==> config.mk <==
export PLATFORM = sky130hd
export DESIGN_NAME = elevation_sample_colorizer_flat
export DESIGN_NICKNAME = d
export VERILOG_FILES = /design/src/hw/rtl/esc_pkg.sv /design/src/hw/rtl/esc_if.sv /design/src/hw/rtl/esc_front.sv /design/src/hw/rtl/esc_queue.sv /design/src/hw/rtl/esc_back.sv /design/src/hw/rtl/elevation_sample_colorizer.sv /design/src/flat_wrapper.sv
export SDC_FILE = /design/constraint.sdc
export NUM_CORES = 1
export LEC_CHECK = 0
export ABC_AREA = 0
export ABC_CLOCK_PERIOD_IN_PS = 3900
export BUFFER_PORTS_ARGS = -buffer_cell sky130_fd_sc_hd__buf_2
export CELL_PAD_IN_SITES_DETAIL_PLACEMENT = 0
export CELL_PAD_IN_SITES_GLOBAL_PLACEMENT = 2
export CORE_UTILIZATION = 37
export DETAILED_ROUTE_END_ITERATION = 7
export PLACE_DENSITY = 0.81
export SYNTH_ARGS = -nofsm -noshare
export SYNTH_HDL_FRONTEND = slang
export SYNTH_SLANG_ARGS = --single-unit
==> constraint.sdc <==
create_clock -name i_clk -period 3.9 [get_ports i_clk]
set_input_delay 0 -clock i_clk [delete_from_list [all_inputs] [get_ports i_clk]]
set_output_delay 0 -clock i_clk [all_outputs]
set_load 0.01 [all_outputs]
==> src/hw/rtl/esc_pkg.sv <==
// esc_pkg: shared types and constants of the elevation sample colorizer
// used by the channel interfaces and every module of the block
// no dependencies
package esc_pkg;

    localparam int SAMPLE_W    = 16;
    localparam int DIFF_W      = SAMPLE_W + 1;
    localparam int NUM_W       = DIFF_W + 8;
    localparam int MAG_W       = NUM_W - 1;
    localparam int DEN_MAG_W   = DIFF_W - 1;
    localparam int QUO_W       = 9;
    localparam int COLUMN_W    = 12;
    localparam int ROW_W       = 13;
    localparam int COLOR_W     = 8;
    localparam int RASTER_W    = 13;
    localparam int CFG_IDX_W   = 2;
    localparam int CFG_DATA_W  = 16;
    localparam int QUEUE_DEPTH = 2;

    // register indexes of the configuration port
    localparam logic [CFG_IDX_W-1:0] CFG_RASTER_WIDTH  = 2'd0;
    localparam logic [CFG_IDX_W-1:0] CFG_ELEVATION_MIN = 2'd1;
    localparam logic [CFG_IDX_W-1:0] CFG_ELEVATION_MAX = 2'd2;
    localparam logic [CFG_IDX_W-1:0] CFG_SPECIAL_VALUE = 2'd3;

    localparam logic [RASTER_W-1:0]        RASTER_WIDTH_RST  = 13'd1024;
    localparam logic signed [SAMPLE_W-1:0] ELEVATION_MIN_RST = 16'sd0;
    localparam logic signed [SAMPLE_W-1:0] ELEVATION_MAX_RST = 16'sd32767;
    localparam logic signed [SAMPLE_W-1:0] SPECIAL_VALUE_RST = -16'sd500;

    localparam logic [COLOR_W-1:0] COLOR_FULL = 8'hFF;

    typedef struct packed {
        logic [RASTER_W-1:0]        raster_width;
        logic signed [SAMPLE_W-1:0] elevation_min;
        logic signed [SAMPLE_W-1:0] elevation_max;
        logic signed [SAMPLE_W-1:0] special_value;
    } t_cfg;

    // one classified item waiting for the divider
    typedef struct packed {
        logic [COLUMN_W-1:0]      column;
        logic [ROW_W-1:0]         row;
        logic                     is_water;
        logic                     neg;
        logic signed [DIFF_W-1:0] diff;
    } t_qent;

    typedef struct packed {
        logic full;
        logic empty;
    } t_q_stat;

    typedef struct packed {
        logic [COLUMN_W-1:0] column;
        logic [ROW_W-1:0]    row;
        logic [COLOR_W-1:0]  green;
        logic [COLOR_W-1:0]  blue;
        logic                is_water;
    } t_out;

endpackage

==> src/hw/rtl/esc_if.sv <==
// esc_if: valid/ready channel interfaces of the elevation sample colorizer
// sample input, color output and configuration write channels
// depends on esc_pkg
interface esc_in_if;
    logic                                valid;
    logic                                ready;
    logic signed [esc_pkg::SAMPLE_W-1:0] sample;
    logic                                frame_start;

    modport source(output valid, sample, frame_start, input ready);
    modport sink(input valid, sample, frame_start, output ready);
endinterface

interface esc_out_if;
    logic                         valid;
    logic                         ready;
    logic [esc_pkg::COLUMN_W-1:0] column;
    logic [esc_pkg::ROW_W-1:0]    row;
    logic [esc_pkg::COLOR_W-1:0]  red;
    logic [esc_pkg::COLOR_W-1:0]  green;
    logic [esc_pkg::COLOR_W-1:0]  blue;
    logic                         is_water;

    modport source(output valid, column, row, red, green, blue, is_water, input ready);
    modport sink(input valid, column, row, red, green, blue, is_water, output ready);
endinterface

interface esc_cfg_if;
    logic                           valid;
    logic                           ready;
    logic [esc_pkg::CFG_IDX_W-1:0]  index;
    logic [esc_pkg::CFG_DATA_W-1:0] data;

    modport source(output valid, index, data, input ready);
    modport sink(input valid, index, data, output ready);
endinterface

==> src/hw/rtl/esc_front.sv <==
// esc_front: accepts samples, tracks raster position and classifies water
// pushes one queue entry per accepted item
// depends on esc_pkg and esc_if
module esc_front #(
    parameter int MAX_COLUMNS = 4096,
    parameter int MAX_ROWS    = 4096
) (
    input  logic             i_clk,
    input  logic             i_rst_n,
    esc_in_if.sink           i_in,
    input  esc_pkg::t_cfg    i_cfg,
    input  logic             i_q_full,
    output logic             o_push,
    output esc_pkg::t_qent   o_push_data
);
    localparam int CW   = $clog2(MAX_COLUMNS + 1);
    localparam int RW   = $clog2(MAX_ROWS + 1);
    localparam int CMPW = (CW > esc_pkg::RASTER_W) ? CW : esc_pkg::RASTER_W;
    localparam logic [CMPW-1:0] MAXC = CMPW'(MAX_COLUMNS);
    localparam logic [RW-1:0]   MAXR = RW'(MAX_ROWS);

    logic [CW-1:0]   r_col, n_col, col_cur, col_use;
    logic [RW-1:0]   r_row, n_row, row_cur, row_use;
    logic [CMPW-1:0] width_nz, width_eff;
    logic            wrap;

    always_comb begin
        width_nz  = (i_cfg.raster_width == '0) ? CMPW'(1) : CMPW'(i_cfg.raster_width);
        width_eff = (width_nz > MAXC) ? MAXC : width_nz;
        col_cur   = i_in.frame_start ? '0 : r_col;
        row_cur   = i_in.frame_start ? '0 : r_row;
        wrap      = (col_cur == '0) || (CMPW'(col_cur) >= width_eff);
        col_use   = wrap ? '0 : col_cur;
        row_use   = (wrap && (row_cur < MAXR)) ? row_cur + RW'(1) : row_cur;
        n_col     = col_use + CW'(1);
        n_row     = row_use;
    end

    assign i_in.ready = !i_q_full;
    assign o_push     = i_in.valid && !i_q_full;

    always_comb begin
        o_push_data.column   = esc_pkg::COLUMN_W'(col_use);
        o_push_data.row      = esc_pkg::ROW_W'(row_use);
        o_push_data.neg      = i_in.sample[esc_pkg::SAMPLE_W-1];
        o_push_data.is_water = i_in.sample[esc_pkg::SAMPLE_W-1]
                               || (i_in.sample == i_cfg.special_value);
        o_push_data.diff     = esc_pkg::DIFF_W'(i_in.sample)
                               - esc_pkg::DIFF_W'(i_cfg.elevation_min);
    end

    always_ff @(posedge i_clk) begin
        if (!i_rst_n) begin
            r_col <= '0;
            r_row <= '0;
        end else if (o_push) begin
            r_col <= n_col;
            r_row <= n_row;
        end
    end

endmodule

==> src/hw/rtl/esc_queue.sv <==
// esc_queue: short fifo of classified items between front and back
// depends on esc_pkg
module esc_queue (
    input  logic              i_clk,
    input  logic              i_rst_n,
    input  logic              i_push,
    input  esc_pkg::t_qent    i_push_data,
    input  logic              i_pop,
    output esc_pkg::t_qent    o_pop_data,
    output esc_pkg::t_q_stat  o_stat
);
    localparam int DEPTH = esc_pkg::QUEUE_DEPTH;
    localparam int PW    = (DEPTH > 1) ? $clog2(DEPTH) : 1;
    localparam int NW    = $clog2(DEPTH + 1);

    esc_pkg::t_qent r_mem [DEPTH];
    logic [PW-1:0]  r_wr, r_rd;
    logic [NW-1:0]  r_cnt;

    function automatic logic [PW-1:0] ptr_inc(input logic [PW-1:0] p);
        return (p == PW'(DEPTH - 1)) ? '0 : p + PW'(1);
    endfunction

    assign o_pop_data   = r_mem[r_rd];
    assign o_stat.full  = (r_cnt == NW'(DEPTH));
    assign o_stat.empty = (r_cnt == '0);

    always_ff @(posedge i_clk) begin
        if (i_push) begin
            r_mem[r_wr] <= i_push_data;
        end
    end

    always_ff @(posedge i_clk) begin
        if (!i_rst_n) begin
            r_wr  <= '0;
            r_rd  <= '0;
            r_cnt <= '0;
        end else begin
            if (i_push) begin
                r_wr <= ptr_inc(r_wr);
            end
            if (i_pop) begin
                r_rd <= ptr_inc(r_rd);
            end
            if (i_push && !i_pop) begin
                r_cnt <= r_cnt + NW'(1);
            end else if (i_pop && !i_push) begin
                r_cnt <= r_cnt - NW'(1);
            end
        end
    end

endmodule

==> src/hw/rtl/esc_back.sv <==
// esc_back: scales land samples to green with a bit-serial divider
// holds the output register of the color channel
// depends on esc_pkg and esc_if
module esc_back (
    input  logic              i_clk,
    input  logic              i_rst_n,
    input  esc_pkg::t_cfg     i_cfg,
    input  esc_pkg::t_q_stat  i_q_stat,
    input  esc_pkg::t_qent    i_q_data,
    output logic              o_pop,
    esc_out_if.source         o_out
);
    typedef enum logic [3:0] {
        S_IDLE  = 4'b0001,
        S_SETUP = 4'b0010,
        S_DIV   = 4'b0100,
        S_DONE  = 4'b1000
    } t_back_state;

    localparam int STEP_W = $clog2(esc_pkg::QUO_W);

    t_back_state                          r_state;
    esc_pkg::t_qent                       r_ent;
    logic                                 r_zero;
    logic [esc_pkg::MAG_W-1:0]            r_rem, r_dsh;
    logic [esc_pkg::QUO_W-1:0]            r_quo;
    logic [STEP_W-1:0]                    r_step;
    logic                                 r_out_valid;
    esc_pkg::t_out                        r_out;

    logic signed [esc_pkg::DIFF_W-1:0]    den;
    logic signed [esc_pkg::NUM_W-1:0]     num, num_abs;
    logic signed [esc_pkg::DIFF_W-1:0]    den_abs;
    logic                                 ge;
    logic                                 out_free;
    logic [esc_pkg::COLOR_W-1:0]          green;

    // 255 * diff as a shift and subtract
    always_comb begin
        den     = esc_pkg::DIFF_W'(i_cfg.elevation_max) - esc_pkg::DIFF_W'(i_cfg.elevation_min);
        num     = (esc_pkg::NUM_W'(r_ent.diff) <<< 8) - esc_pkg::NUM_W'(r_ent.diff);
        num_abs = num[esc_pkg::NUM_W-1] ? -num : num;
        den_abs = den[esc_pkg::DIFF_W-1] ? -den : den;
        ge      = (r_rem >= r_dsh);
        out_free = !r_out_valid || o_out.ready;
        if (r_zero) begin
            green = '0;
        end else if (r_quo[esc_pkg::QUO_W-1]) begin
            green = esc_pkg::COLOR_FULL;
        end else begin
            green = r_quo[esc_pkg::COLOR_W-1:0];
        end
    end

    assign o_pop = (r_state == S_IDLE) && !i_q_stat.empty;

    always_ff @(posedge i_clk) begin
        if (!i_rst_n) begin
            r_state     <= S_IDLE;
            r_out_valid <= 1'b0;
        end else begin
            unique case (r_state)
                S_IDLE: begin
                    if (!i_q_stat.empty) begin
                        r_state <= S_SETUP;
                    end
                end
                S_SETUP: begin
                    r_state <= S_DIV;
                end
                S_DIV: begin
                    if (r_step == '0) begin
                        r_state <= S_DONE;
                    end
                end
                S_DONE: begin
                    if (out_free) begin
                        r_state <= S_IDLE;
                    end
                end
                default: begin
                    r_state <= S_IDLE;
                end
            endcase
            if ((r_state == S_DONE) && out_free) begin
                r_out_valid <= 1'b1;
            end else if (o_out.ready) begin
                r_out_valid <= 1'b0;
            end
        end
    end

    always_ff @(posedge i_clk) begin
        if (o_pop) begin
            r_ent <= i_q_data;
        end
        if (r_state == S_SETUP) begin
            r_zero <= r_ent.neg || (den == '0) || (num == '0)
                      || (num[esc_pkg::NUM_W-1] != den[esc_pkg::DIFF_W-1]);
            r_rem  <= num_abs[esc_pkg::MAG_W-1:0];
            r_dsh  <= {den_abs[esc_pkg::DEN_MAG_W-1:0], 8'd0};
            r_quo  <= '0;
            r_step <= STEP_W'(esc_pkg::QUO_W - 1);
        end
        if (r_state == S_DIV) begin
            r_rem  <= ge ? r_rem - r_dsh : r_rem;
            r_dsh  <= r_dsh >> 1;
            r_quo  <= {r_quo[esc_pkg::QUO_W-2:0], ge};
            r_step <= r_step - STEP_W'(1);
        end
        if ((r_state == S_DONE) && out_free) begin
            r_out.column   <= r_ent.column;
            r_out.row      <= r_ent.row;
            r_out.green    <= green;
            r_out.blue     <= r_ent.neg ? esc_pkg::COLOR_FULL : '0;
            r_out.is_water <= r_ent.is_water;
        end
    end

    assign o_out.valid    = r_out_valid;
    assign o_out.column   = r_out.column;
    assign o_out.row      = r_out.row;
    assign o_out.red      = '0;
    assign o_out.green    = r_out.green;
    assign o_out.blue     = r_out.blue;
    assign o_out.is_water = r_out.is_water;

endmodule

==> src/hw/rtl/elevation_sample_colorizer.sv <==
// elevation_sample_colorizer: top level, configuration registers and wiring
// depends on esc_pkg, esc_if, esc_front, esc_queue and esc_back
//
// usage
//   i_in carries one signed 16-bit elevation sample per item plus a
//   frame_start flag that restarts the column and row counters before it
//   o_out carries one colored item per input item, in input order
//   i_cfg writes raster_width (0), elevation_min (1), elevation_max (2) and
//   special_value (3); it is always ready and is meant to be used only
//   while the block is idle
// processing
//   an item is accepted into a two-entry queue, then the back end takes
//   it in order through pop, setup, 9 steps of a bit-serial divider for
//   255*(sample-min)/(max-min), and the load of the output register;
//   the back end pops no new item from the queue before that load is done
// reset and stalls
//   synchronous reset restores the register defaults, clears the position
//   counters, empties the queue and drops the output valid
//   while the receiver stalls the result holds, the back end waits, and
//   the front keeps taking items until the queue is full
module elevation_sample_colorizer #(
    parameter int MAX_COLUMNS = 4096,
    parameter int MAX_ROWS    = 4096
) (
    input  logic       i_clk,
    input  logic       i_rst_n,
    esc_in_if.sink     i_in,
    esc_out_if.source  o_out,
    esc_cfg_if.sink    i_cfg
);
    esc_pkg::t_cfg     r_cfg;
    esc_pkg::t_qent    push_data, pop_data;
    esc_pkg::t_q_stat  q_stat;
    logic              push, pop;

    // configuration registers; the user writes them only while idle, the block does not enforce it
    assign i_cfg.ready = 1'b1;

    always_ff @(posedge i_clk) begin
        if (!i_rst_n) begin
            r_cfg.raster_width  <= esc_pkg::RASTER_WIDTH_RST;
            r_cfg.elevation_min <= esc_pkg::ELEVATION_MIN_RST;
            r_cfg.elevation_max <= esc_pkg::ELEVATION_MAX_RST;
            r_cfg.special_value <= esc_pkg::SPECIAL_VALUE_RST;
        end else if (i_cfg.valid) begin
            unique case (i_cfg.index)
                esc_pkg::CFG_RASTER_WIDTH: begin
                    r_cfg.raster_width <= i_cfg.data[esc_pkg::RASTER_W-1:0];
                end
                esc_pkg::CFG_ELEVATION_MIN: begin
                    r_cfg.elevation_min <= i_cfg.data;
                end
                esc_pkg::CFG_ELEVATION_MAX: begin
                    r_cfg.elevation_max <= i_cfg.data;
                end
                esc_pkg::CFG_SPECIAL_VALUE: begin
                    r_cfg.special_value <= i_cfg.data;
                end
                default: begin
                end
            endcase
        end
    end

    // front: position tracking and water classification
    esc_front #(
        .MAX_COLUMNS (MAX_COLUMNS),
        .MAX_ROWS    (MAX_ROWS)
    ) u_front (
        .i_clk       (i_clk),
        .i_rst_n     (i_rst_n),
        .i_in        (i_in),
        .i_cfg       (r_cfg),
        .i_q_full    (q_stat.full),
        .o_push      (push),
        .o_push_data (push_data)
    );

    // queue lets the front keep accepting while the divider is busy
    esc_queue u_queue (
        .i_clk       (i_clk),
        .i_rst_n     (i_rst_n),
        .i_push      (push),
        .i_push_data (push_data),
        .i_pop       (pop),
        .o_pop_data  (pop_data),
        .o_stat      (q_stat)
    );

    // back: green scaling and output register
    esc_back u_back (
        .i_clk    (i_clk),
        .i_rst_n  (i_rst_n),
        .i_cfg    (r_cfg),
        .i_q_stat (q_stat),
        .i_q_data (pop_data),
        .o_pop    (pop),
        .o_out    (o_out)
    );

    // queue cannot report full and empty at once
    a_queue_state: assert property (@(posedge i_clk) disable iff (!i_rst_n)
        !(q_stat.full && q_stat.empty))
        else $error("queue reports full and empty together");

    // no item is taken into a full queue
    a_no_overflow: assert property (@(posedge i_clk) disable iff (!i_rst_n)
        (i_in.valid && i_in.ready) |-> !q_stat.full)
        else $error("item accepted while queue full");

    // blue items are water and carry no green
    a_blue_is_water: assert property (@(posedge i_clk) disable iff (!i_rst_n)
        (o_out.valid && (o_out.blue != '0)) |-> (o_out.is_water && (o_out.green == '0)))
        else $error("blue item with green or without water flag");

    // rows count from one
    a_row_nonzero: assert property (@(posedge i_clk) disable iff (!i_rst_n)
        o_out.valid |-> (o_out.row != '0))
        else $error("result with row zero");

endmodule
==> src/flat_wrapper.sv <==
// flat-port wrapper written by rule: the top's interface ports become plain ports
module elevation_sample_colorizer_flat 
#(
    parameter int MAX_COLUMNS = 4096,
    parameter int MAX_ROWS    = 4096
)
  (i_clk, i_rst_n, i_in_valid, i_in_sample, i_in_frame_start, i_in_ready, o_out_valid, o_out_column, o_out_row, o_out_red, o_out_green, o_out_blue, o_out_is_water, o_out_ready, i_cfg_valid, i_cfg_index, i_cfg_data, i_cfg_ready);
  esc_in_if i_in_i ();
  esc_out_if o_out_i ();
  esc_cfg_if i_cfg_i ();
  input  logic i_clk;
  input  logic i_rst_n;
  input wire logic [$bits(i_in_i.valid)-1:0] i_in_valid;
  input wire logic [$bits(i_in_i.sample)-1:0] i_in_sample;
  input wire logic [$bits(i_in_i.frame_start)-1:0] i_in_frame_start;
  output wire logic [$bits(i_in_i.ready)-1:0] i_in_ready;
  output wire logic [$bits(o_out_i.valid)-1:0] o_out_valid;
  output wire logic [$bits(o_out_i.column)-1:0] o_out_column;
  output wire logic [$bits(o_out_i.row)-1:0] o_out_row;
  output wire logic [$bits(o_out_i.red)-1:0] o_out_red;
  output wire logic [$bits(o_out_i.green)-1:0] o_out_green;
  output wire logic [$bits(o_out_i.blue)-1:0] o_out_blue;
  output wire logic [$bits(o_out_i.is_water)-1:0] o_out_is_water;
  input wire logic [$bits(o_out_i.ready)-1:0] o_out_ready;
  input wire logic [$bits(i_cfg_i.valid)-1:0] i_cfg_valid;
  input wire logic [$bits(i_cfg_i.index)-1:0] i_cfg_index;
  input wire logic [$bits(i_cfg_i.data)-1:0] i_cfg_data;
  output wire logic [$bits(i_cfg_i.ready)-1:0] i_cfg_ready;
  assign i_in_i.valid = i_in_valid;
  assign i_in_i.sample = i_in_sample;
  assign i_in_i.frame_start = i_in_frame_start;
  assign i_in_ready = i_in_i.ready;
  assign o_out_valid = o_out_i.valid;
  assign o_out_column = o_out_i.column;
  assign o_out_row = o_out_i.row;
  assign o_out_red = o_out_i.red;
  assign o_out_green = o_out_i.green;
  assign o_out_blue = o_out_i.blue;
  assign o_out_is_water = o_out_i.is_water;
  assign o_out_i.ready = o_out_ready;
  assign i_cfg_i.valid = i_cfg_valid;
  assign i_cfg_i.index = i_cfg_index;
  assign i_cfg_i.data = i_cfg_data;
  assign i_cfg_ready = i_cfg_i.ready;
  elevation_sample_colorizer #(.MAX_COLUMNS(MAX_COLUMNS), .MAX_ROWS(MAX_ROWS)) u_core (.i_clk(i_clk), .i_rst_n(i_rst_n), .i_in(i_in_i), .o_out(o_out_i), .i_cfg(i_cfg_i));
endmodule
* Word-level counts from Yosys, hierarchy flattened
Memories as Yosys holds them, arrays and structs flattened. A register that Yosys moved wholly into a read port is not among the register bits.
Cells that the tools add are included.
** Cells by class
- $lt $le $gt $ge :: 4
- Equality and inequality tests :: 14
- $add $sub $neg :: 13
- Muxes and demuxes :: 31
- Reductions and logical operators :: 33
** Operators with widths (count)
- 24-bit two-way mux :: 4
- 13-bit two-way mux :: 6
- 23-bit two-way mux :: 2
- 16-bit by 16-bit subtractor with 17-bit output :: 2
- 13-bit by 1-bit adder with 13-bit output, second input constant :: 2
- 13-bit logical NOT :: 2
- 25-bit logical NOT :: 1
- 25-bit by 17-bit subtractor with 25-bit output :: 1
- 24-bit greater-or-equal comparator :: 1
- 24-bit negation :: 1
- 24-bit subtractor :: 1
- 4-bit two-way mux :: 5
- 9-bit two-way mux :: 2
- 17-bit logical NOT :: 1
- 16-bit == test :: 1
- 16-bit two-way mux :: 1
- 8-bit two-way mux :: 2
- 16-bit negation :: 1
- 4-bit one-hot mux with 4 select lines :: 1
- 13-bit greater-or-equal comparator :: 1
- 13-bit greater-than comparator, second input constant :: 1
- 13-bit less-than comparator, second input constant :: 1
- 2-bit AND reduction :: 5
- 2-bit != test, second input constant :: 4
- 20 further kinds :: 46
** Word-level totals
- Output and inout port bits :: 53
- Logic and storage cells :: 118
- Register bits after elaboration :: 200
- Bits in writable memories :: 88
- Input port bits :: 40
- Memories :: 1
** Memory list
- u_core.u_queue.r_mem :: words 2, bits a word 44, rd ports 1, clocked after Yosys merged registers in 1, write ports 1, line esc_queue.sv:16 : esc_pkg::t_qent r_mem [DEPTH];

* Longest topological paths before layout
- Depth after elaboration :: 8
- Depth in mapped cells :: 19
- Gate-level depth less buffers :: 18

* Modules after synthesis
From an unflattened synthesis, not the netlist that was laid out.
** Unflattened totals
- Cells, all modules :: 1820
- Area, all modules :: 18555.3 sq um
** Modules (own cells, without submodules)
- esc_back :: seq. area each 4324.1 sq um, cells each 981, instances 1, area an instance 9621.7 sq um
- esc_queue :: seq. area each 2742.6 sq um, cells each 159, instances 1, area an instance 3392.0 sq um
- esc_front :: seq. area each 520.5 sq um, cells each 440, instances 1, area an instance 3109.2 sq um
- elevation_sample_colorizer :: seq. area each 1221.2 sq um, cells each 240, instances 1, area an instance 2432.3 sq um

* Worst setup path after synthesis
OpenSTA, ideal clock, no wires.
- Path kind :: flip-flop to flip-flop
- Start :: register u_core.r_cfg[52] (netlist name)
- End :: register u_core.u_front.r_col[12]
- Required time :: 3.768 ns
- Buffers on the path :: 1
- Arrival :: 3.612 ns
- Clock period less this slack :: 3.745 ns
- Library setup time :: 0.132 ns
- Cell stages (with the launch flop) :: 20
- Setup slack :: 0.155 ns
- Path through :: dfxtp_1 > nor4_1 > nand3_1 > o21ai_1 > nand2_1 > ha_1 > and3_1 > a21oi_1 > o21ai_0 > o2111ai_1 > clkbuf_1 > and3_1 > ha_1 > nand2_1 > nor3_1 > and3_1 > nand3_1 > and3_1 > o21ai_0 > a21oi_1
** RTL lines
- start, declared :: line elevation_sample_colorizer.sv:31 : esc_pkg::t_cfg r_cfg;
- end signal, assigned :: line esc_front.sv:57 : r_col <= n_col;
- end, declared :: line esc_front.sv:22 : logic [CW-1:0] r_col, n_col, col_cur, col_use;

* Worst setup path in the final report
- Start :: register, netlist name u_core.u_back.r_ent[1]
- End :: register u_core.u_back.r_rem[23] (netlist name), data pin
** On the way
- Cells in the longest elaborated chain, start to end :: 5
** RTL lines
- 25-bit by 17-bit subtractor with 25-bit output * :: line esc_back.sv:41 : num = (esc_pkg::NUM_W'(r_ent.diff) <<< 8) - esc_pkg::NUM_W'(r_ent.diff);
- 24-bit negation :: line esc_back.sv:42 : num_abs = num[esc_pkg::NUM_W-1] ? -num : num;
- 24-bit two-way mux * :: line esc_back.sv:42
- 24-bit two-way mux * :: line esc_back.sv:97 : if (r_state == S_SETUP) begin
- 24-bit two-way mux * :: line esc_back.sv:105 : if (r_state == S_DIV) begin
- end signal, assigned :: line esc_back.sv:100 : r_rem <= num_abs[esc_pkg::MAG_W-1:0];
- end signal, assigned :: line esc_back.sv:106 : r_rem <= ge ? r_rem - r_dsh : r_rem;
- end, declared :: line esc_back.sv:25 : logic [esc_pkg::MAG_W-1:0] r_rem, r_dsh;
Every way passes the cells marked *; elsewhere a longest branch is shown, timed or not. The select of a mux whose other input is x is not followed.
A chain may end at the register's enable or synchronous reset.

==> results.md <==
CTS:
- The H-tree depth reported by CTS is 2.
- The largest buffer count on any clock path is 3.
- The number of clock buffers added by TritonCTS is 37.
- For the worst-skew pair, the clock arrives at the later sink with an insertion delay of 0.56 ns.
- The clock net in this run drives a total of around 330 sinks.
- The tree is rooted in a sky130_fd_sc_hd__clkbuf_16.
- The clock input transition at the sequential cells of the worst setup and hold paths is 0.06 ns.
- The CTS tree is built.

Placement:
- Routability-driven placement finished with a final weighted congestion of 0.848.
- The number of buffer cells added on primary ports is 83.
- The HPWL after detailed placement is 32,700 µm.
- After detailed placement, the design holds a cell count of 2,461.

GRT:
- The number of antenna violations at the first check in global routing was 0.
- The via count of the first global-routing pass came to approximately 13,000.
- After global routing the overflow that remains totals 0.
- The total routing resource utilization after global routing is a little under a fifth.
- The pin count of the biggest net entering global routing is 51.
- The first global-routing pass estimated 70,500 µm of wire.

Detailed routing:
- The first detailed-routing pass ran for 7 iterations.
- For this block, the initial DRC count from the detailed router was between 700 and 800.
- After detailed routing, the average wire length per cell comes to 17.4 µm.
- Detailed routing inserted a total of 13,300 vias.
- The detail route stage leaves a number of antenna-violating nets equal to 0.
- The DRC violation count after routing is 0.
- After detailed routing, the number of vias per cell comes to 5.23.
- The routed wire length is 44,500 µm.

Worst hold path:
- The path category of the worst min-delay check is in -> reg.
- The start point of the worst hold path is i_in_valid.

Setup path:
- The biggest fanout along the worst timing path is 9.
- Data on the critical path arrives at its endpoint at 4.02 ns.
- The classification of the worst setup path is reg -> reg.
- In this run the worst setup path begins at u_core.u_back.r_ent[1]$_DFFE_PP_.
- STA classifies the critical path startpoint as a flop.
- The launching point of the worst reg2reg path is u_core.u_back.r_ent[1]$_DFFE_PP_.
- The setup slack of the most critical reg-to-reg path is 0.17 ns.
- The worst setup path is captured at a flop.
- The worst endpoint required time is 4.18 ns.

Synth:
- A synthesized cell averages 9.95 µm².
- The cell type contributing the most total cell area after synthesis is sky130_fd_sc_hd__edfxtp_1.
- The flip-flop and latch count after synthesis is approximately 330.
- Counting flops with an async set or reset pin after synthesis yields a share of 0%.
- Synthesis produced 1,802 cells.
- The portion of synthesized cell area occupied by the leading cell type is 38.2%.
- The most used flip-flop cell after synthesis is sky130_fd_sc_hd__edfxtp_1.
- The synthesized cell area is 17,900 µm².
- sky130_fd_sc_hd__edfxtp_1 is the most common cell in the netlist.
- In the post-synthesis netlist, the biggest area contributors are sky130_fd_sc_hd__edfxtp_1 38%, sky130_fd_sc_hd__dfxtp_1 11%, sky130_fd_sc_hd__ha_1 6.3%, sky130_fd_sc_hd__nand2_1 4.7%, sky130_fd_sc_hd__a21oi_1 3.9%.
- The number of distinct library cells after synthesis is 79.
- After synthesis, flip-flops and latches occupy 49.0% of the total area.
- The commonest cells after synthesis are 228 x sky130_fd_sc_hd__edfxtp_1, 223 x sky130_fd_sc_hd__nand2_1, 148 x sky130_fd_sc_hd__nor2_1.
- In this run, synthesis inferred 228 flip-flops with an integrated enable.
- The count of synthesis-stage warnings from yosys is 0.

Finish:
- Counting the fill cells in the layout gives 4,540.
- The share of cells above drive strength 1 is 14.0%.
- For this run, the post-layout net count is 2,042.
- Relative to the synthesized area, the layout overhead comes to 15.0%.
- The post-route non-filler standard cell count is 2,552.
- The number of antenna repair diodes is 0.

STA:
- Across the routed clock network, the largest skew measured is 0.0197 ns.
- Of the available clock period, the critical path in the final layout requires 95.7%.
- The worst slew slack as a fraction of its limit is 24.7%.
- The final period demand of the worst path is 3.73 ns.
- The worst hold slack after final layout is 0.0504 ns.
- The final count of negative-setup-slack endpoints is 0.
- The final hold violation count is 0.
- In the final timing run, aggregate negative setup slack is 0 ns.
- The maximum frequency from static timing analysis is ~0.27 GHz.
- For the pin with the worst max-slew slack, the measured transition is about 1.1 ns.
- Setup repair after global routing could not meet its margin everywhere.
- The final max-slew violation count is 0.

Power:
- The static power due to leakage is 7.77 nW.
- Power spread over the standard cell area amounts to 627 nW/µm².
- The design draws 12.9 mW.
- VDD sags by at most 275 µV.

Floorplanning:
- Measured along the y axis, the die boundary spans 222 µm.
- The initial core utilization is 37.6%.
- The floorplan step defined a die boundary enclosing 49,300 µm².
- The core region area is 47,700 µm².
- 93 I/O pins were placed.
- The horizontal die dimension is between 200 and 250 µm.
- The row count is 80.

Status:
- The flow ran to the end, and the final reports show no timing, DRC or antenna violations.

Flow run:
- The max capacitance violation total is 0.
-- worst paths after layout --
kind | to | depth (start not counted)
worst max register to register | u_core.u_back.r_rem[23]$_DFFE_PP_ | 10
worst min-delay path | u_core.u_front.r_col[3]$_SDFFE_PN0P_ | 5
worst min register to register | u_core.u_back.o_out.row[9]$_DFFE_PP_ | 0
worst max-delay path | u_core.u_back.r_rem[23]$_DFFE_PP_ | 10
-- worst max-delay path: stages, from the launching register on --
cell and delay (ns):
sky130_fd_sc_hd__edfxtp_1 0.51, sky130_fd_sc_hd__ha_1 0.49, sky130_fd_sc_hd__a2111o_1 0.45, sky130_fd_sc_hd__a31oi_4 0.23, sky130_fd_sc_hd__o2111ai_1 0.15, sky130_fd_sc_hd__a21boi_0 0.27, sky130_fd_sc_hd__o22ai_1 0.18, sky130_fd_sc_hd__or4_4 0.55
sky130_fd_sc_hd__o41ai_2 0.38, sky130_fd_sc_hd__xor2_1 0.18, sky130_fd_sc_hd__mux2i_1 0.09
-- cell type report --
type                       count  area [µm²]  area share, %
clock buffer                  44         972           4.71
multi-input combinational   1301        8470           41.1
inverter                      99         372           1.80
clock inverter                24         305           1.48
sequential                   325        8790           42.6
tap                          615         769           3.73
timing repair buffer         144         941           4.56
-- report_power, final --
part           leakage [nW]  internal (mW)  switching, mW
Clock                 0.615           2.20           1.48
Combinational          4.25           1.82           2.59
Sequential             2.90           4.52          0.302
Total                  7.77           8.55           4.37
-- flip-flops by register name, indices dropped and copies added (netlist names), 2 cells and up --
register	count
u_core.u_back.r_dsh	24
u_core.u_back.o_out.column	12
u_core.u_back.r_quo	9
u_core.u_back.r_rem	24
u_core.u_back.o_out.green	8
u_core.u_back.r_state	4
u_core.u_back.o_out.row	13
u_core.u_queue.r_mem	88
u_core.u_back.r_ent	44
u_core.u_back.r_step	4
u_core.r_cfg	61
u_core.u_front.r_col	13
u_core.u_front.r_row	13
u_core.u_queue.r_cnt	2
-- cells by family after synthesis --
logic type,synth area share (%)
simple gates,17.4
fa+ha+maj,6.68
buf+inv,4.46
flops,49.0
mux,3.34
xor+xnor,5.52
compound gates,13.6
other cells,0.0419
-- routing by layer --
layer | up-vias | wire length [µm] | global-route usage, %
met3 | 55 | 1490 | 2.37
met2 | 226 | 20900 | 29.8
met4 | 0 | 1050 | 5.53
met1 | 6390 | 21100 | 24.5
li1 | 6675 | - | -
met5 | - | 0 | 0
-- stage by stage --
stage                     setup WS, ns  instance area, µm²  util, %
after floorplan                  0.155               18000        -
after global placement          0.0425               19000     39.9
after detailed placement       -0.0198               19000     39.9
after CTS                       0.0700               20500     43.0
after global routing           -0.0626               20600     43.2
final                            0.167               20600     43.2
-- layout by cell type (no fill, tap or decap), types with 10 or more instances in the layout --
cell type	count
sky130_fd_sc_hd__a31oi_1	15
sky130_fd_sc_hd__nor3_1	32
sky130_fd_sc_hd__nor2_1	147
sky130_fd_sc_hd__clkbuf_16	37
sky130_fd_sc_hd__xnor2_1	71
sky130_fd_sc_hd__nand2b_1	14
sky130_fd_sc_hd__or2_2	10
sky130_fd_sc_hd__dfxtp_1	96
sky130_fd_sc_hd__o21ai_0	75
sky130_fd_sc_hd__o21a_1	12
sky130_fd_sc_hd__xor2_1	42
sky130_fd_sc_hd__or3_1	21
sky130_fd_sc_hd__ha_1	91
sky130_fd_sc_hd__and3_1	26
sky130_fd_sc_hd__a21o_1	24
sky130_fd_sc_hd__and2_1	19
sky130_fd_sc_hd__buf_4	38
sky130_fd_sc_hd__o31ai_1	12
sky130_fd_sc_hd__inv_1	97
sky130_fd_sc_hd__buf_2	83
sky130_fd_sc_hd__nand4_1	11
sky130_fd_sc_hd__a211oi_1	13
sky130_fd_sc_hd__nor2b_1	26
sky130_fd_sc_hd__nand3_1	66
sky130_fd_sc_hd__a21oi_1	136
sky130_fd_sc_hd__o211ai_1	17
sky130_fd_sc_hd__edfxtp_1	228
sky130_fd_sc_hd__nand2_1	222
sky130_fd_sc_hd__dlygate4sd3_1	22
sky130_fd_sc_hd__mux2_2	46
-- repair_timing --
| action | 4_1_cts | 5_1_grt |
|---|---|---|
| hold buffers | 22 | 0 |
| pin swaps | 0 | 4 |
| resized for setup | 1 | 14 |
| endpoints found under the setup margin | 1 | 33 |
| gates cloned | 0 | 0 |
| hold endpoints to repair | 69 | 0 |
| buffers inserted | 0 | 1 |
Power figures use the tool's default switching activity.
